**config.mk**
```make
export PLATFORM = sky130hd
export DESIGN_NAME = track_booster_protection
export DESIGN_NICKNAME = d
export VERILOG_FILES = /design/src/hdl/tbp_pkg.sv /design/src/hdl/track_booster_protection.sv
export SDC_FILE = /design/constraint.sdc
export NUM_CORES = 1
export LEC_CHECK = 0
export BUFFER_PORTS_ARGS = -buffer_cell sky130_fd_sc_hd__buf_4
export CORE_MARGIN = 1
export CORE_UTILIZATION = 50
export CTS_CLUSTER_SIZE = 40
export DETAILED_ROUTE_END_ITERATION = 16
export HOLD_SLACK_MARGIN = 0.08
export PLACE_DENSITY = 0.67
export SYNTH_ARGS = -nofsm -noshare
export SYNTH_HDL_FRONTEND = slang
export SYNTH_SLANG_ARGS = --single-unit
```
**constraint.sdc**
```tcl
create_clock -name clk -period 22.7 [get_ports clk]
set_input_delay 1.135 -clock clk [delete_from_list [all_inputs] [get_ports clk]]
set_output_delay 1.135 -clock clk [all_outputs]
set_load 0.05 [all_outputs]
```
**src/hdl/tbp_pkg.sv**
```systemverilog
`default_nettype none

package tbp_pkg;

  // Selector carried in tuser of the input stream.
  typedef enum logic [2:0] {
    KIND_TICK   = 3'd0,
    KIND_EDGE   = 3'd1,
    KIND_PACKET = 3'd2,
    KIND_POWER  = 3'd3,
    KIND_PEAK   = 3'd4
  } kind_t;

  // Cutout sequencer phases.
  typedef enum logic [1:0] {
    PH_IDLE  = 2'd0,
    PH_DELAY = 2'd1,
    PH_CUT   = 2'd2,
    PH_BLANK = 2'd3
  } phase_t;

  // Configuration register indexes.
  typedef enum logic [2:0] {
    REG_SHORTCUT_LIMIT = 3'd0,
    REG_WINDOW_TICKS   = 3'd1,
    REG_STARTUP_TICKS  = 3'd2,
    REG_WATCHDOG_TICKS = 3'd3,
    REG_CUTOUT_DELAY   = 3'd4,
    REG_CUTOUT_LENGTH  = 3'd5,
    REG_BLANK_LENGTH   = 3'd6
  } reg_idx_t;

  localparam logic [1:0] DRIVE_OFF    = 2'd0;
  localparam logic [1:0] DRIVE_SIGNAL = 2'd1;
  localparam logic [1:0] DRIVE_CUTOUT = 2'd2;

  localparam logic [1:0] STATUS_OK      = 2'd0;
  localparam logic [1:0] STATUS_REFUSED = 2'd1;
  localparam logic [1:0] STATUS_NOT_CMD = 2'd2;

  localparam logic [7:0] BYTE_IDLE = 8'h00;
  localparam logic [7:0] BYTE_ONES = 8'hFF;

  localparam int CFG_W = 20;

  localparam logic [15:0] RST_SHORTCUT_LIMIT = 16'd4300;
  localparam logic [15:0] RST_WINDOW_TICKS   = 16'd35000;
  localparam logic [19:0] RST_STARTUP_TICKS  = 20'd496000;
  localparam logic [15:0] RST_WATCHDOG_TICKS = 16'd32000;
  localparam logic [7:0]  RST_CUTOUT_DELAY   = 8'd14;
  localparam logic [9:0]  RST_CUTOUT_LENGTH  = 10'd216;
  localparam logic [7:0]  RST_BLANK_LENGTH   = 8'd58;

endpackage

`default_nettype wire

```
**src/hdl/track_booster_protection.sv**
```systemverilog
`default_nettype none

// Channel  Direction  Handshake                 Payload
// in_      slave      in_tvalid / in_tready     tdata: first_byte, power_request; tuser: kind
// out_     master     out_tvalid / out_tready   tdata: drive_mode .. peak_count
// cfg_     write      cfg_wen                   cfg_addr, cfg_wdata
//
// Every input word produces exactly one result word, in the cycle after it is
// accepted. A new word is taken in every cycle while the output register is
// empty or being emptied, so the sustained rate is one word per clock; the
// only limit is the single result register. rst_n is synchronous and active
// low: it clears all protection state, loads the default timings and empties
// the output register. A stalled result holds the input off until taken.
module track_booster_protection
  import tbp_pkg::*;
(
  input  wire logic              clk,
  input  wire logic              rst_n,
  input  wire logic              in_tvalid,
  output logic                   in_tready,
  // [7:0] first_byte, [8] power_request, [15:9] zero
  input  wire logic [15:0]       in_tdata,
  // [2:0] kind
  input  wire logic [2:0]        in_tuser,
  output logic                   out_tvalid,
  input  wire logic              out_tready,
  // [1:0] drive_mode, [2] flag_on, [3] flag_emergency, [4] flag_overcurrent,
  // [5] short_led, [6] cutout_test, [8:7] cmd_status, [25:9] peak_count,
  // [31:26] zero
  output logic [31:0]            out_tdata,
  input  wire logic              cfg_wen,
  input  wire logic [2:0]        cfg_addr,
  input  wire logic [CFG_W-1:0]  cfg_wdata
);

  // Configuration registers.
  logic [15:0] limit_r, window_r, watchdog_r;
  logic [19:0] startup_r;
  logic [7:0]  delay_r, blank_r;
  logic [9:0]  cutlen_r;

  // Protection state and its next value.
  logic        on_r, on_nxt;
  logic        emerg_r, emerg_nxt;
  logic        oc_r, oc_nxt;
  logic [16:0] cnt_r, cnt_nxt;
  logic [16:0] peak_r, peak_nxt;
  logic [15:0] wt_r, wt_nxt;
  logic [19:0] st_r, st_nxt;
  logic        sd_r, sd_nxt;
  logic [15:0] wd_r, wd_nxt;
  phase_t      ph_r, ph_nxt;
  logic [9:0]  pt_r, pt_nxt;
  logic        sens_r, sens_nxt;
  logic        led_r, led_nxt;
  logic        tp_r, tp_nxt;

  logic [1:0]  status_nxt;
  logic [16:0] peak_out_nxt;
  logic [31:0] res_nxt;
  logic [31:0] out_tdata_r;
  logic        out_tvalid_r;

  logic        in_fire;
  logic [7:0]  first_byte;
  logic        power_request;
  kind_t       kind;

  assign first_byte    = in_tdata[7:0];
  assign power_request = in_tdata[8];
  assign kind          = kind_t'(in_tuser);

  // The output register parts the two sides: a word is taken whenever the
  // result slot is free or being drained in the same cycle.
  assign in_tready = !out_tvalid_r || out_tready;
  assign in_fire   = in_tvalid && in_tready;

  always_ff @(posedge clk) begin
    if (!rst_n) begin
      limit_r    <= RST_SHORTCUT_LIMIT;
      window_r   <= RST_WINDOW_TICKS;
      startup_r  <= RST_STARTUP_TICKS;
      watchdog_r <= RST_WATCHDOG_TICKS;
      delay_r    <= RST_CUTOUT_DELAY;
      cutlen_r   <= RST_CUTOUT_LENGTH;
      blank_r    <= RST_BLANK_LENGTH;
    end else if (cfg_wen) begin
      unique case (reg_idx_t'(cfg_addr))
        REG_SHORTCUT_LIMIT: limit_r    <= cfg_wdata[15:0];
        REG_WINDOW_TICKS:   window_r   <= cfg_wdata[15:0];
        REG_STARTUP_TICKS:  startup_r  <= cfg_wdata[19:0];
        REG_WATCHDOG_TICKS: watchdog_r <= cfg_wdata[15:0];
        REG_CUTOUT_DELAY:   delay_r    <= cfg_wdata[7:0];
        REG_CUTOUT_LENGTH:  cutlen_r   <= cfg_wdata[9:0];
        REG_BLANK_LENGTH:   blank_r    <= cfg_wdata[7:0];
        default: ;
      endcase
    end
  end

  // All of the item's work is one pass through the block below. Steps of a
  // tick run in order; a step that powers the track off ends the tick.
  always_comb begin
    logic ended;
    logic trip;
    ended        = 1'b0;
    trip         = 1'b0;
    on_nxt       = on_r;
    emerg_nxt    = emerg_r;
    oc_nxt       = oc_r;
    cnt_nxt      = cnt_r;
    peak_nxt     = peak_r;
    wt_nxt       = wt_r;
    st_nxt       = st_r;
    sd_nxt       = sd_r;
    wd_nxt       = wd_r;
    ph_nxt       = ph_r;
    pt_nxt       = pt_r;
    sens_nxt     = sens_r;
    led_nxt      = led_r;
    tp_nxt       = tp_r;
    status_nxt   = STATUS_NOT_CMD;
    peak_out_nxt = '0;

    case (kind)
      KIND_TICK: begin
        // Packet watchdog.
        if (on_nxt) begin
          if (wd_nxt != 16'hFFFF) wd_nxt = wd_nxt + 16'd1;
          if (wd_nxt >= watchdog_r) begin
            sens_nxt  = 1'b0;
            cnt_nxt   = '0;
            wt_nxt    = '0;
            ph_nxt    = PH_IDLE;
            pt_nxt    = '0;
            tp_nxt    = 1'b0;
            st_nxt    = '0;
            sd_nxt    = 1'b0;
            emerg_nxt = 1'b1;
            on_nxt    = 1'b0;
            ended     = 1'b1;
          end
        end
        // Startup hold-off for shortcut sensing.
        if (!ended && on_nxt && !oc_nxt && !sd_nxt) begin
          if (st_nxt != 20'hFFFFF) st_nxt = st_nxt + 20'd1;
          if (st_nxt >= startup_r) begin
            sd_nxt = 1'b1;
            st_nxt = '0;
            if (ph_nxt != PH_CUT && ph_nxt != PH_BLANK) sens_nxt = 1'b1;
          end
        end
        // Shortcut counting window.
        if (!ended && on_nxt && !oc_nxt) begin
          if (wt_nxt != 16'hFFFF) wt_nxt = wt_nxt + 16'd1;
          if (wt_nxt >= window_r) begin
            trip    = cnt_nxt >= {1'b0, limit_r};
            wt_nxt  = '0;
            cnt_nxt = '0;
            if (trip) begin
              sens_nxt = 1'b0;
              ph_nxt   = PH_IDLE;
              pt_nxt   = '0;
              tp_nxt   = 1'b0;
              st_nxt   = '0;
              sd_nxt   = 1'b0;
              oc_nxt   = 1'b1;
              led_nxt  = 1'b1;
              ended    = 1'b1;
            end else begin
              led_nxt = 1'b0;
            end
          end
        end
        // Cutout sequencer.
        if (!ended && ph_nxt != PH_IDLE) begin
          if (pt_nxt != 10'h3FF) pt_nxt = pt_nxt + 10'd1;
          unique case (ph_nxt)
            PH_DELAY: begin
              if (pt_nxt >= {2'b00, delay_r}) begin
                ph_nxt   = PH_CUT;
                pt_nxt   = '0;
                sens_nxt = 1'b0;
              end
            end
            PH_CUT: begin
              if (pt_nxt >= cutlen_r) begin
                ph_nxt = PH_BLANK;
                pt_nxt = '0;
                tp_nxt = 1'b0;
              end
            end
            PH_BLANK: begin
              if (pt_nxt >= {2'b00, blank_r}) begin
                ph_nxt = PH_IDLE;
                pt_nxt = '0;
                if (sd_nxt && on_nxt && !oc_nxt) sens_nxt = 1'b1;
              end
            end
            default: ;
          endcase
        end
      end
      KIND_EDGE: begin
        if (sens_r && on_r && !oc_r) begin
          led_nxt = 1'b1;
          if (cnt_r <= {1'b0, limit_r}) cnt_nxt = cnt_r + 17'd1;
          if (cnt_nxt > peak_r) peak_nxt = cnt_nxt;
        end
      end
      KIND_PACKET: begin
        if (on_r && !oc_r) begin
          wd_nxt = '0;
          if (first_byte != BYTE_IDLE && first_byte != BYTE_ONES) begin
            ph_nxt = PH_DELAY;
            pt_nxt = '0;
            tp_nxt = 1'b1;
          end
        end
      end
      KIND_POWER: begin
        if (power_request) begin
          if (emerg_r) begin
            status_nxt = STATUS_REFUSED;
          end else begin
            if (!on_r) begin
              // Fresh power-on: all state but the peak count restarts, a past trip is forgotten.
              oc_nxt   = 1'b0;
              led_nxt  = 1'b0;
              cnt_nxt  = '0;
              wt_nxt   = '0;
              sens_nxt = 1'b0;
              st_nxt   = '0;
              sd_nxt   = 1'b0;
              wd_nxt   = '0;
              ph_nxt   = PH_IDLE;
              pt_nxt   = '0;
              tp_nxt   = 1'b0;
            end
            on_nxt     = 1'b1;
            status_nxt = STATUS_OK;
          end
        end else begin
          // Power off keeps the overcurrent flag until the next power-on.
          sens_nxt   = 1'b0;
          cnt_nxt    = '0;
          wt_nxt     = '0;
          ph_nxt     = PH_IDLE;
          pt_nxt     = '0;
          tp_nxt     = 1'b0;
          st_nxt     = '0;
          sd_nxt     = 1'b0;
          on_nxt     = 1'b0;
          emerg_nxt  = 1'b0;
          status_nxt = STATUS_OK;
        end
      end
      KIND_PEAK: begin
        peak_out_nxt = peak_r;
        peak_nxt     = '0;
      end
      default: ;
    endcase
  end

  // Result word, formed from the state the item leaves behind.
  always_comb begin
    logic [1:0] drive;
    if (!on_nxt || oc_nxt) begin
      drive = DRIVE_OFF;
    end else if (ph_nxt == PH_CUT) begin
      drive = DRIVE_CUTOUT;
    end else begin
      drive = DRIVE_SIGNAL;
    end
    res_nxt = {6'd0, peak_out_nxt, status_nxt, tp_nxt, led_nxt, oc_nxt,
               emerg_nxt, on_nxt, drive};
  end

  always_ff @(posedge clk) begin
    if (!rst_n) begin
      on_r    <= 1'b0;
      emerg_r <= 1'b0;
      oc_r    <= 1'b0;
      cnt_r   <= '0;
      peak_r  <= '0;
      wt_r    <= '0;
      st_r    <= '0;
      sd_r    <= 1'b0;
      wd_r    <= '0;
      ph_r    <= PH_IDLE;
      pt_r    <= '0;
      sens_r  <= 1'b0;
      led_r   <= 1'b0;
      tp_r    <= 1'b0;
    end else if (in_fire) begin
      on_r    <= on_nxt;
      emerg_r <= emerg_nxt;
      oc_r    <= oc_nxt;
      cnt_r   <= cnt_nxt;
      peak_r  <= peak_nxt;
      wt_r    <= wt_nxt;
      st_r    <= st_nxt;
      sd_r    <= sd_nxt;
      wd_r    <= wd_nxt;
      ph_r    <= ph_nxt;
      pt_r    <= pt_nxt;
      sens_r  <= sens_nxt;
      led_r   <= led_nxt;
      tp_r    <= tp_nxt;
    end
  end

  always_ff @(posedge clk) begin
    if (!rst_n) begin
      out_tvalid_r <= 1'b0;
    end else if (in_fire) begin
      out_tvalid_r <= 1'b1;
    end else if (out_tready) begin
      out_tvalid_r <= 1'b0;
    end
  end

  always_ff @(posedge clk) begin
    if (in_fire) begin
      out_tdata_r <= res_nxt;
    end
  end

  assign out_tvalid = out_tvalid_r;
  assign out_tdata  = out_tdata_r;

endmodule

`default_nettype wire
```
Yosys cells after proc, flatten, opt, wreduce, memory -nomap -nowiden. Cells that the tools add are included.

Register bits after elaboration: 226. Bits in latches: 0. Bits in writable memories: 0. ROM bits: 0. Input bits: 47. Output and inout bits: 34. Logic and storage cells: 282. Memories: 0.

Add/sub/neg operators: 5. $mul: 0. Div/mod/pow operators: 0. Order comparisons: 9. Eq/ne operators: 31. Shifts and indexed selects: 0. Mux-type cells: 167. Bitwise operators: 0. Reduce and logical (&&, ||, !) cells: 43.

Operator list (number): 20-bit 2-to-1 mux (14); 16-bit 2-to-1 mux (17); 17-bit 2-to-1 mux (14); 10-bit 2-to-1 mux (18); 1-bit 2-to-1 mux (69); 10-bit case mux with 3 select lines (2); 17-bit case mux with 3 select lines (1); 16-bit case mux with 3 select lines (1); 20-bit case mux with 2 select lines (1); 2-bit 2-to-1 mux (18); 17-bit case mux with 2 select lines (1); 16-bit by 1-bit adder with 16-bit output (second input constant) (2); 16-bit >= comparator (2); 16-bit inequality test (second input constant) (2); 16-bit case mux with 2 select lines (1); 20-bit by 1-bit adder with 20-bit output (second input constant) (1); 10-bit by 8-bit >= comparator with 1-bit output (2); 20-bit >= comparator (1); 2-bit inequality test (second input constant) (10); 20-bit inequality test (second input constant) (1); 17-bit by 1-bit adder with 17-bit output (second input constant) (1); 17-bit by 16-bit >= comparator with 1-bit output (1); 17-bit > comparator (1); 17-bit by 16-bit <= comparator with 1-bit output (1); other kinds (25) (73).

Logic depth before layout (Yosys ltp). Gate-level depths: netlist of the first run.

Depth in word-level cells: 28. Depth in mapped cells: 54. Gate-level depth less buffers: 47.

Least setup slack after synthesis of the first run. No wires, ideal clock.

Path kind: reg2reg. Start point: register wd_r[4]. End point: register pt_r[3]. Library setup time: 0.074 ns. Arrival: 10.631 ns. Required time: 22.626 ns. Setup slack: 11.995 ns. Stages on the path, launching flop included: 51. Path buffers: 9. Clock period less this slack: 10.705 ns. Path through: dfxtp_1 clkbuf_1 and4_1 nand3_1 or2_1 clkbuf_1 or3_1 clkbuf_1 mux2_1 ha_1 a2111o_1 a311oi_2 o21ai_0 nand2_1 buf_2 buf_2 clkbuf_1 and2_1 (+15 left out) buf_2 nor2_1 ha_1 nand4_1 and4_1 clkbuf_1 nand3_1 xor2_1 nor2_1 ha_1 a2111oi_0 a211oi_1 a211o_1 a22oi_1 o211ai_1 nor4_2 a21bo_2 a31oi_1.

Cells in the longest elaborated chain, start to end: 25. Elaborated cells between the ends (all ways): 65. Those cells by class: add/sub: 3; order compare: 6; eq/ne: 6; mux: 44; reduce/logical: 6.

RTL lines: start, declared (line track_booster_protection.sv:51) `logic [15:0] wd_r, wd_nxt;`; start signal, assigned (line track_booster_protection.sv:305) `wd_r <= wd_nxt;`; 16-bit by 1-bit adder with 16-bit output or 16-bit inequality test (tied branches) (line track_booster_protection.sv:129) `if (wd_nxt != 16'hFFFF) wd_nxt = wd_nxt + 16'd1;`; 16-bit 2-to-1 mux * (line track_booster_protection.sv:129); 16-bit 2-to-1 mux * (line track_booster_protection.sv:128) `if (on_nxt) begin`; 16-bit 2-to-1 mux * (line track_booster_protection.sv:125) `case (kind)`; 16-bit >= comparator * (line track_booster_protection.sv:130) `if (wd_nxt >= watchdog_r) begin`; 16-bit 2-to-1 mux (line track_booster_protection.sv:130); 16-bit 2-to-1 mux (line track_booster_protection.sv:128); 16-bit 2-to-1 mux (line track_booster_protection.sv:125); (+9 left out); 10-bit 2-to-1 mux (line track_booster_protection.sv:177) `if (pt_nxt != 10'h3FF) pt_nxt = pt_nxt + 10'd1;`; 10-bit 2-to-1 mux (line track_booster_protection.sv:176) `if (!ended && ph_nxt != PH_IDLE) begin`; 10-bit 2-to-1 mux (line track_booster_protection.sv:125); 10-bit by 8-bit >= comparator with 1-bit output, or another cell as far along (line track_booster_protection.sv:194) `if (pt_nxt >= {2'b00, blank_r}) begin`; 10-bit 2-to-1 mux, on equally long branches (line track_booster_protection.sv:194, track_booster_protection.sv:180, track_booster_protection.sv:187); 10-bit case mux with 3 select lines (line track_booster_protection.sv:178) `unique case (ph_nxt)`; 10-bit 2-to-1 mux * (line track_booster_protection.sv:176); 10-bit case mux with 3 select lines * (line track_booster_protection.sv:125); end signal, assigned (line track_booster_protection.sv:307) `pt_r <= pt_nxt;`; end, declared (line track_booster_protection.sv:53) `logic [9:0] pt_r, pt_nxt;`.

Every way passes the cells marked *; elsewhere a longest branch is shown, timed or not. The select of a mux whose other input is x is not followed. A chain may end at the register's enable or synchronous reset.

Worst setup path in the final report of the first run.
Start point: register wd_r[4]. End point: register pt_r[1].

The elaborated chain is that of the path after synthesis.

==> impl_metrics.py, run 1 <==
metrics = {
    "synthesis": {
        "yosysSeqAreaShare_pct": 33.69,
        "yosys.area.top_type": "dfxtp_1",
        "ys_ff_latch": 226,
        "yosys_warnings": 0,
        "syn_avg_cell_area_sq_um": 7.884,
        "async_flop_share_pct": 0,
        "synth_edf_count": 26,
        "synthTopCellsByArea": "dfxtp_1, ha_1, nand2_1",
        "synth-main-ff-cell": "dfxtp_1",
        "synth_area_sq_um": 14200,
        "synth_top_area_share_pct": 28.20,
        "ys_types": 84,
        "synth_cells": 1801,
    },
    "global_route": {
        "grt_max_degree": 71,
        "grt_pass1_wl_mm": 63.05,
        "grt_use_met1_pct": 38.82,
        "first_global_vias": 12040,
        "overflow": 0,
        "use_met3_pct": 3.447,
        "grt-busiest-layer": "met2",
        "grt_use_met2_pct": 43.19,
        "grtUsageTotal_pct": 27.20,
        "antenna_found_initial": 1,
    },
    "clock_network": {
        "path_clk_slew_ps": 60,
        "cts_sinks": 226,
        "clock_latency_ps": 530,
        "post_cts_buffers": 0,
        "h-tree-depth": 1,
        "ctsHoldBuffers": 0,
        "numCtsBuffers": 26,
        "root_buffer": "clkbuf_16",
        "tritoncts": "yes",
        "cts_resized": 0,
        "cts_buffer_depth": 3,
    },
    "power": {
        "power_density_nw_per_um2": 59.88,
        "leakagePower_nw": 6.459,
        "vdd_drop_max_uv": 52.28,
    },
    "drt": {
        "routed-via-count": 13030,
        "routed_wirelength_mm": 39.14,
        "wl_per_cell_um": 17.65,
        "postRouteAntennaNets": 0,
        "via_per_inst": 5.876,
        "drt_iter0_markers": 1215,
        "route.detailed.drc": 0,
        "dr.pass1.iters": 5,
    },
    "cells_and_area": {
        "area_growth_pct": 11.65,
        "layout.nets": 1998,
        "diodes": 0,
        "drive_gt1_share_pct": 8.320,
        "seqCellArea_sq_um": 4785,
        "final_cell_area_sq_um": 15850,
        "layout_commonest_cell": "nand2_1",
        "layout_common_cells": "nand2_1, dfxtp_1, inv_1",
        "multi_input_area_sq_um": 8503,
        "fillers": 2601,
    },
    "run": {
        "cap_violations": 0,
    },
    "sta": {
        "post-route-min-period_ps": 12190,
        "period_share_pct": 53.70,
        "hold_viol_final": 0,
        "setup_tns_ps": 0,
        "slew-limit-headroom_pct": 29.90,
        "rsz0062_at_grt": "no",
        "finalMaxSlewViolations": 0,
        "finalSetupViolCount": 0,
        "finalClockSkew_ps": 5.953,
        "max_clock_freq_mhz": 82.03,
        "tightest_slew_ps": 1050,
    },
    "placed_design": {
        "placed_cell_area_sq_um": 14900,
        "dp_hpwl_mm": 27.90,
        "io_buffers": 67,
        "place.gp.congestion": 0.9326,
    },
    "floorplan": {
        "die_y_um": 170.5,
        "die_w_um": 170.5,
        "die_area_sq_um": 29080,
        "initial_core_util_pct": 50.97,
        "rows": 61,
        "io_pins": 81,
        "core_sq_um": 27860,
    },
    "critical_path": {
        "critPathLaunchType": "flip-flop",
        "cp_max_fo": 25,
        "cpMaxStageDelayCell": "or3_1",
        "crit_path_end_kind": "flip-flop",
        "crit_path_frequent_cell": "ha_1",
        "criticalPathCategory": "flip-flop to flip-flop",
        "cpPeakStageDelay_ps": 560,
        "cp_data_arrival_time_ps": 12640,
        "required_ps": 23150,
    },
    "outcome": {
        "status": "finished clean",
    },
    "worst_hold_path": {
        "hold_path_class": "flip-flop to flip-flop",
    },
}
==> synth_stat cells, drive strengths merged, types with 11 or more instances <==
| master | count |
|---|---|
| nand3 | 59 |
| a211oi | 11 |
| ha | 132 |
| inv | 148 |
| a22o | 16 |
| nand2b | 17 |
| nand4 | 32 |
| o21a | 16 |
| a22oi | 11 |
| o21ai | 64 |
| nand2 | 264 |
| nor2 | 139 |
| edfxtp | 26 |
| o22ai | 22 |
| xnor2 | 41 |
| a21o | 25 |
| clkbuf | 70 |
| xor2 | 16 |
| buf | 23 |
| a21oi | 146 |
| nor4 | 26 |
| and2 | 23 |
| nor3 | 32 |
| nor2b | 16 |
| a31oi | 20 |
| o211ai | 46 |
| and3 | 26 |
| dfxtp | 200 |
| or3 | 18 |
==> path summary, 6_finish.rpt <==
path	startpoint	endpoint	slack, ps	depth (start not counted)
max	wd_r[4]	pt_r[1]	10510	42
min	startup_r[10]	startup_r[10]	450	2
max reg2reg	wd_r[4]	pt_r[1]	10510	42
min reg2reg	startup_r[10]	startup_r[10]	450	2
==> flip-flops by register name, indices dropped and copies added (netlist names), named ones only <==
register	flops
st_r	20
sens_r	1
cutlen_r	10
window_r	16
blank_r	8
tp_r	1
on_r	1
watchdog_r	16
out_tvalid	1
peak_r	17
delay_r	8
sd_r	1
led_r	1
emerg_r	1
cnt_r	17
pt_r	10
oc_r	1
limit_r	16
wd_r	16
startup_r	20
wt_r	16
out_tdata	26
ph_r	1
==> power by group <==
group | internal (W) | switching (W) | leakage [nW]
Combinational | 0.0000200 | 0.0000522 | 4.12
Sequential | 0.000411 | 0.00000330 | 1.88
Clock | 0.000289 | 0.000173 | 0.460
Total | 0.000721 | 0.000229 | 6.46
==> final cells by class <==
cell class | instances | share of cell area, %
Clock buffer | 35 | 4.767
Clock inverter | 13 | 1.231
Inverter | 148 | 3.512
Multi-Input combinational cell | 1339 | 53.63
Sequential cell | 226 | 30.18
Tap cell | 378 | 2.983
Timing Repair Buffer | 78 | 3.693
==> layer usage <==
metal	vias up	wire length, um
met4	0	825
met3	58	2621
li1	6431	-
met2	438	17120
met5	-	0
met1	6101	18570
==> per-stage QoR <==
stage | total power (W) | std cells | hold WS [ps] | util, % | setup WS, ps
after CTS | 0.0009555 | 2217 | 455.6 | 56.91 | 10820
final | 0.0009494 | 2217 | 452.0 | 56.91 | 10510
after global placement | 0.0004935 | 2169 | 443.2 | 53.50 | 11080
after global routing | 0.0009798 | 2217 | 468.5 | 56.91 | 9619
after floorplan | 0.0004687 | 1806 | 436.3 | - | 11990
after detailed placement | 0.0004949 | 2169 | 447.2 | 53.50 | 11000
==> kinds of logic after synthesis <==
group / after synthesis / share of synthesized area, %
multiplexers: 9 / 0.6609
adder cells (fa/ha/maj): 132 / 11.63
AND/OR/NAND/NOR: 682 / 22.83
other: 1 / 0.02641
AO/OA/AOI/OAI: 453 / 20.94
flip-flops: 226 / 33.69
buffers and inverters: 241 / 6.697
XOR/XNOR: 57 / 3.516
==> critical path, delay by kind of cell (launching register included) <==
family	cells	cell delay, ps
simple gates	18	4880
compound gates	15	4390
fa+ha+maj	5	1430
flops	1	460
mux	1	400
xor+xnor	2	280
buf+inv	1	240
(Power assumes the default switching activity.)
==> run 2, diff against run 1 <==
--- a/config.mk
+++ b/config.mk
@@ -5,6 +5,7 @@
 export SDC_FILE = /design/constraint.sdc
 export NUM_CORES = 1
 export LEC_CHECK = 0
+export ABC_AREA = 1
 export BUFFER_PORTS_ARGS = -buffer_cell sky130_fd_sc_hd__buf_4
 export CORE_MARGIN = 1
 export CORE_UTILIZATION = 50
==> constraint.sdc (replaced) <==
create_clock -name clk -period 12.2 [get_ports clk]
set_input_delay 0.61 -clock clk [delete_from_list [all_inputs] [get_ports clk]]
set_output_delay 0.61 -clock clk [all_outputs]
set_load 0.05 [all_outputs]
==> impl_metrics.py, run 2 <==
metrics = {
    "global_route": {
        "grt_use_met1_pct": 33.93,
        "use_met3_pct": 3.193,
        "grt_max_degree": 104,
        "grt-busiest-layer": "met2",
        "grt_pass1_wl_mm": 64.40,
        "first_global_vias": 12670,
        "overflow": 0,
        "grtUsageTotal_pct": 26.20,
        "antenna_found_initial": 0,
        "grt_use_met2_pct": 45.18,
    },
    "drt": {
        "wl_per_cell_um": 15.81,
        "postRouteAntennaNets": 0,
        "dr.pass1.iters": 5,
        "routed-via-count": 13510,
        "drt_iter0_markers": 989,
        "via_per_inst": 5.394,
        "route.detailed.drc": 0,
        "routed_wirelength_mm": 39.60,
    },
    "sta": {
        "slew-limit-headroom_pct": 17.54,
        "worst_slack_ps": 2133,
        "max_clock_freq_mhz": 99.33,
        "rsz0062_at_grt": "no",
        "tightest_slew_ps": 1232,
        "period_share_pct": 82.52,
        "post-route-min-period_ps": 10070,
        "hold_slack_ps": 297.1,
        "finalMaxSlewViolations": 0,
        "hold_viol_final": 0,
        "finalSetupViolCount": 0,
        "finalClockSkew_ps": 6.647,
        "setup_tns_ps": 0,
    },
    "critical_path": {
        "path_depth": 58,
        "path_delay_family": "simple AND/OR/NAND/NOR gates",
        "cpPeakStageDelay_ps": 540,
        "cp_num_buf_inv": 6,
        "required_ps": 12530,
        "crit_path_frequent_cell": "nand2_1",
        "r2r_cells": 58,
        "cpMaxStageDelayCell": "buf_4",
        "cp_data_arrival_time_ps": 10390,
        "crit_path_end_kind": "flip-flop",
        "criticalPathCategory": "flip-flop to flip-flop",
        "cp_max_fo": 38,
        "critPathLaunchType": "flip-flop",
    },
    "floorplan": {
        "die_w_um": 174.2,
        "core_sq_um": 28940,
        "die_y_um": 174.2,
        "die_area_sq_um": 30330,
        "io_pins": 81,
        "rows": 62,
        "initial_core_util_pct": 51.21,
    },
    "power": {
        "combPwrFrac_pct": 12.3,
        "power_w": 0.001907,
        "leakagePower_nw": 7.383,
        "p_switching_w": 0.0004968,
        "power_density_nw_per_um2": 115.3,
        "clkPwrFrac_pct": 46.4,
        "seqPwrFrac_pct": 41.3,
        "power.internal_w": 0.001410,
        "vdd_drop_max_uv": 90.54,
        "p_sw_share_pct": 26.05,
    },
    "cells_and_area": {
        "diodes": 0,
        "final_util_pct": 57.17,
        "layout_commonest_cell": "nand2_1",
        "drive_gt1_share_pct": 10.04,
        "layout.nets": 2281,
        "area_growth_pct": 11.64,
        "layout_common_cells": "nand2_1, inv_1, dfxtp_1",
        "largest_reg_flops": 26,
    },
    "clock_network": {
        "ctsHoldBuffers": 0,
        "cts_sinks": 226,
        "tritoncts": "yes",
        "h-tree-depth": 1,
        "cts_resized": 0,
        "clock_latency_ps": 540,
        "post_cts_buffers": 0,
        "root_buffer": "clkbuf_16",
        "cts_buffer_depth": 3,
        "path_clk_slew_ps": 60,
        "numCtsBuffers": 26,
    },
    "synthesis": {
        "yosys_warnings": 0,
        "synth-main-ff-cell": "dfxtp_1",
        "syn_avg_cell_area_sq_um": 7.190,
        "async_flop_share_pct": 0,
        "synth_area_sq_um": 14820,
        "synthTopCellsByCount": "nand2_1, inv_1, dfxtp_1",
        "yosysSeqAreaShare_pct": 32.29,
        "synth_cells": 2061,
        "synth_edf_count": 26,
        "ys_ff_latch": 226,
        "yosys.area.top_type": "dfxtp_1",
        "synth_most_common_cell": "nand2_1",
        "ys_types": 63,
        "synthTopCellsByArea": "dfxtp_1, ha_1, nand2_1",
        "synth_top_area_share_pct": 27.02,
    },
    "placed_design": {
        "io_buffers": 67,
        "place.gp.congestion": 0.8988,
        "post-place-ws_ps": 2281,
        "dp_hpwl_mm": 28.74,
    },
    "worst_hold_path": {
        "hold_depth": 3,
        "hold_path_class": "input pin to flip-flop",
    },
    "run": {
        "cap_violations": 0,
    },
    "outcome": {
        "status": "finished clean",
    },
}
==> run 2: cell count changes in the layout (fill, tap and decap cells not counted), sizes merged, moves of 26 or more <==
cell    delta
o211ai    +49
nand2    +163
a21oi     +59
xor2      +27
o21ai     +33
nor2      +67
inv      +172
xnor2     -26
==> run 2: metrics by stage <==
step,cells,instance area [sq um]
floorplan,2066,14840
global placement,2458,15570
detailed placement,2458,15570
CTS,2505,16540
global route,2505,16540
finish,2505,16540
==> run 2: cell type report <==
class                   instances  area [sq um]
multi-input cells            1442          8466
well taps                     384         480.5
fillers                      2724         12390
clock buffers                  39         812.0
repair buffers                 83         623.1
clock inverters                 8         165.2
flip-flops and latches        226          4785
inverters                     323          1212
==> run 2: power by group through the flow <==
stage	clock network, W	logic [W]	registers (W)
after floorplan	0	0.000145	0.000818
after global placement	0	0.000228	0.000804
after detailed placement	0	0.000232	0.000804
after CTS	0.000898	0.000234	0.000788
after global routing	0.000931	0.000262	0.000790
final	0.000885	0.000234	0.000788
==> run 2: metal layers <==
layer	routed length, um	share of wire (%)	vias up
met4	1130	2.9	0
met2	18720	47	302
met5	0	0	-
met1	17900	45	6228
li1	-	-	6909
met3	1845	4.7	72
==> run 2: cell families (layout without fill, tap and decap cells) <==
group	Yosys count	after routing	share of synthesized area, %
other cells	1	6	0.02531
flops	226	226	32.29
buf+inv	398	453	10.72
simple gates	801	801	24.44
compound gates	445	445	17.74
xor+xnor	58	58	3.631
fa+ha+maj	132	132	11.15
==> run 2: path summary, 6_finish.rpt <==
check | to | slack (ps) | from
worst max-delay path | out_tdata[1] | 2130 | wd_r[0]
worst min-delay path | startup_r[18] | 300 | cfg_wdata[18]
worst max register to register | out_tdata[1] | 2130 | wd_r[0]
worst min register to register | watchdog_r[6] | 460 | watchdog_r[6]
==> run 2: worst reg2reg max path, delay by kind of cell, from the launching register on <==
family | cells | cell delay, ps
simple gates | 35 | 5240
compound gates | 9 | 1300
fa+ha+maj | 5 | 1290
buf+inv | 6 | 850
xor+xnor | 3 | 830
flops | 1 | 360
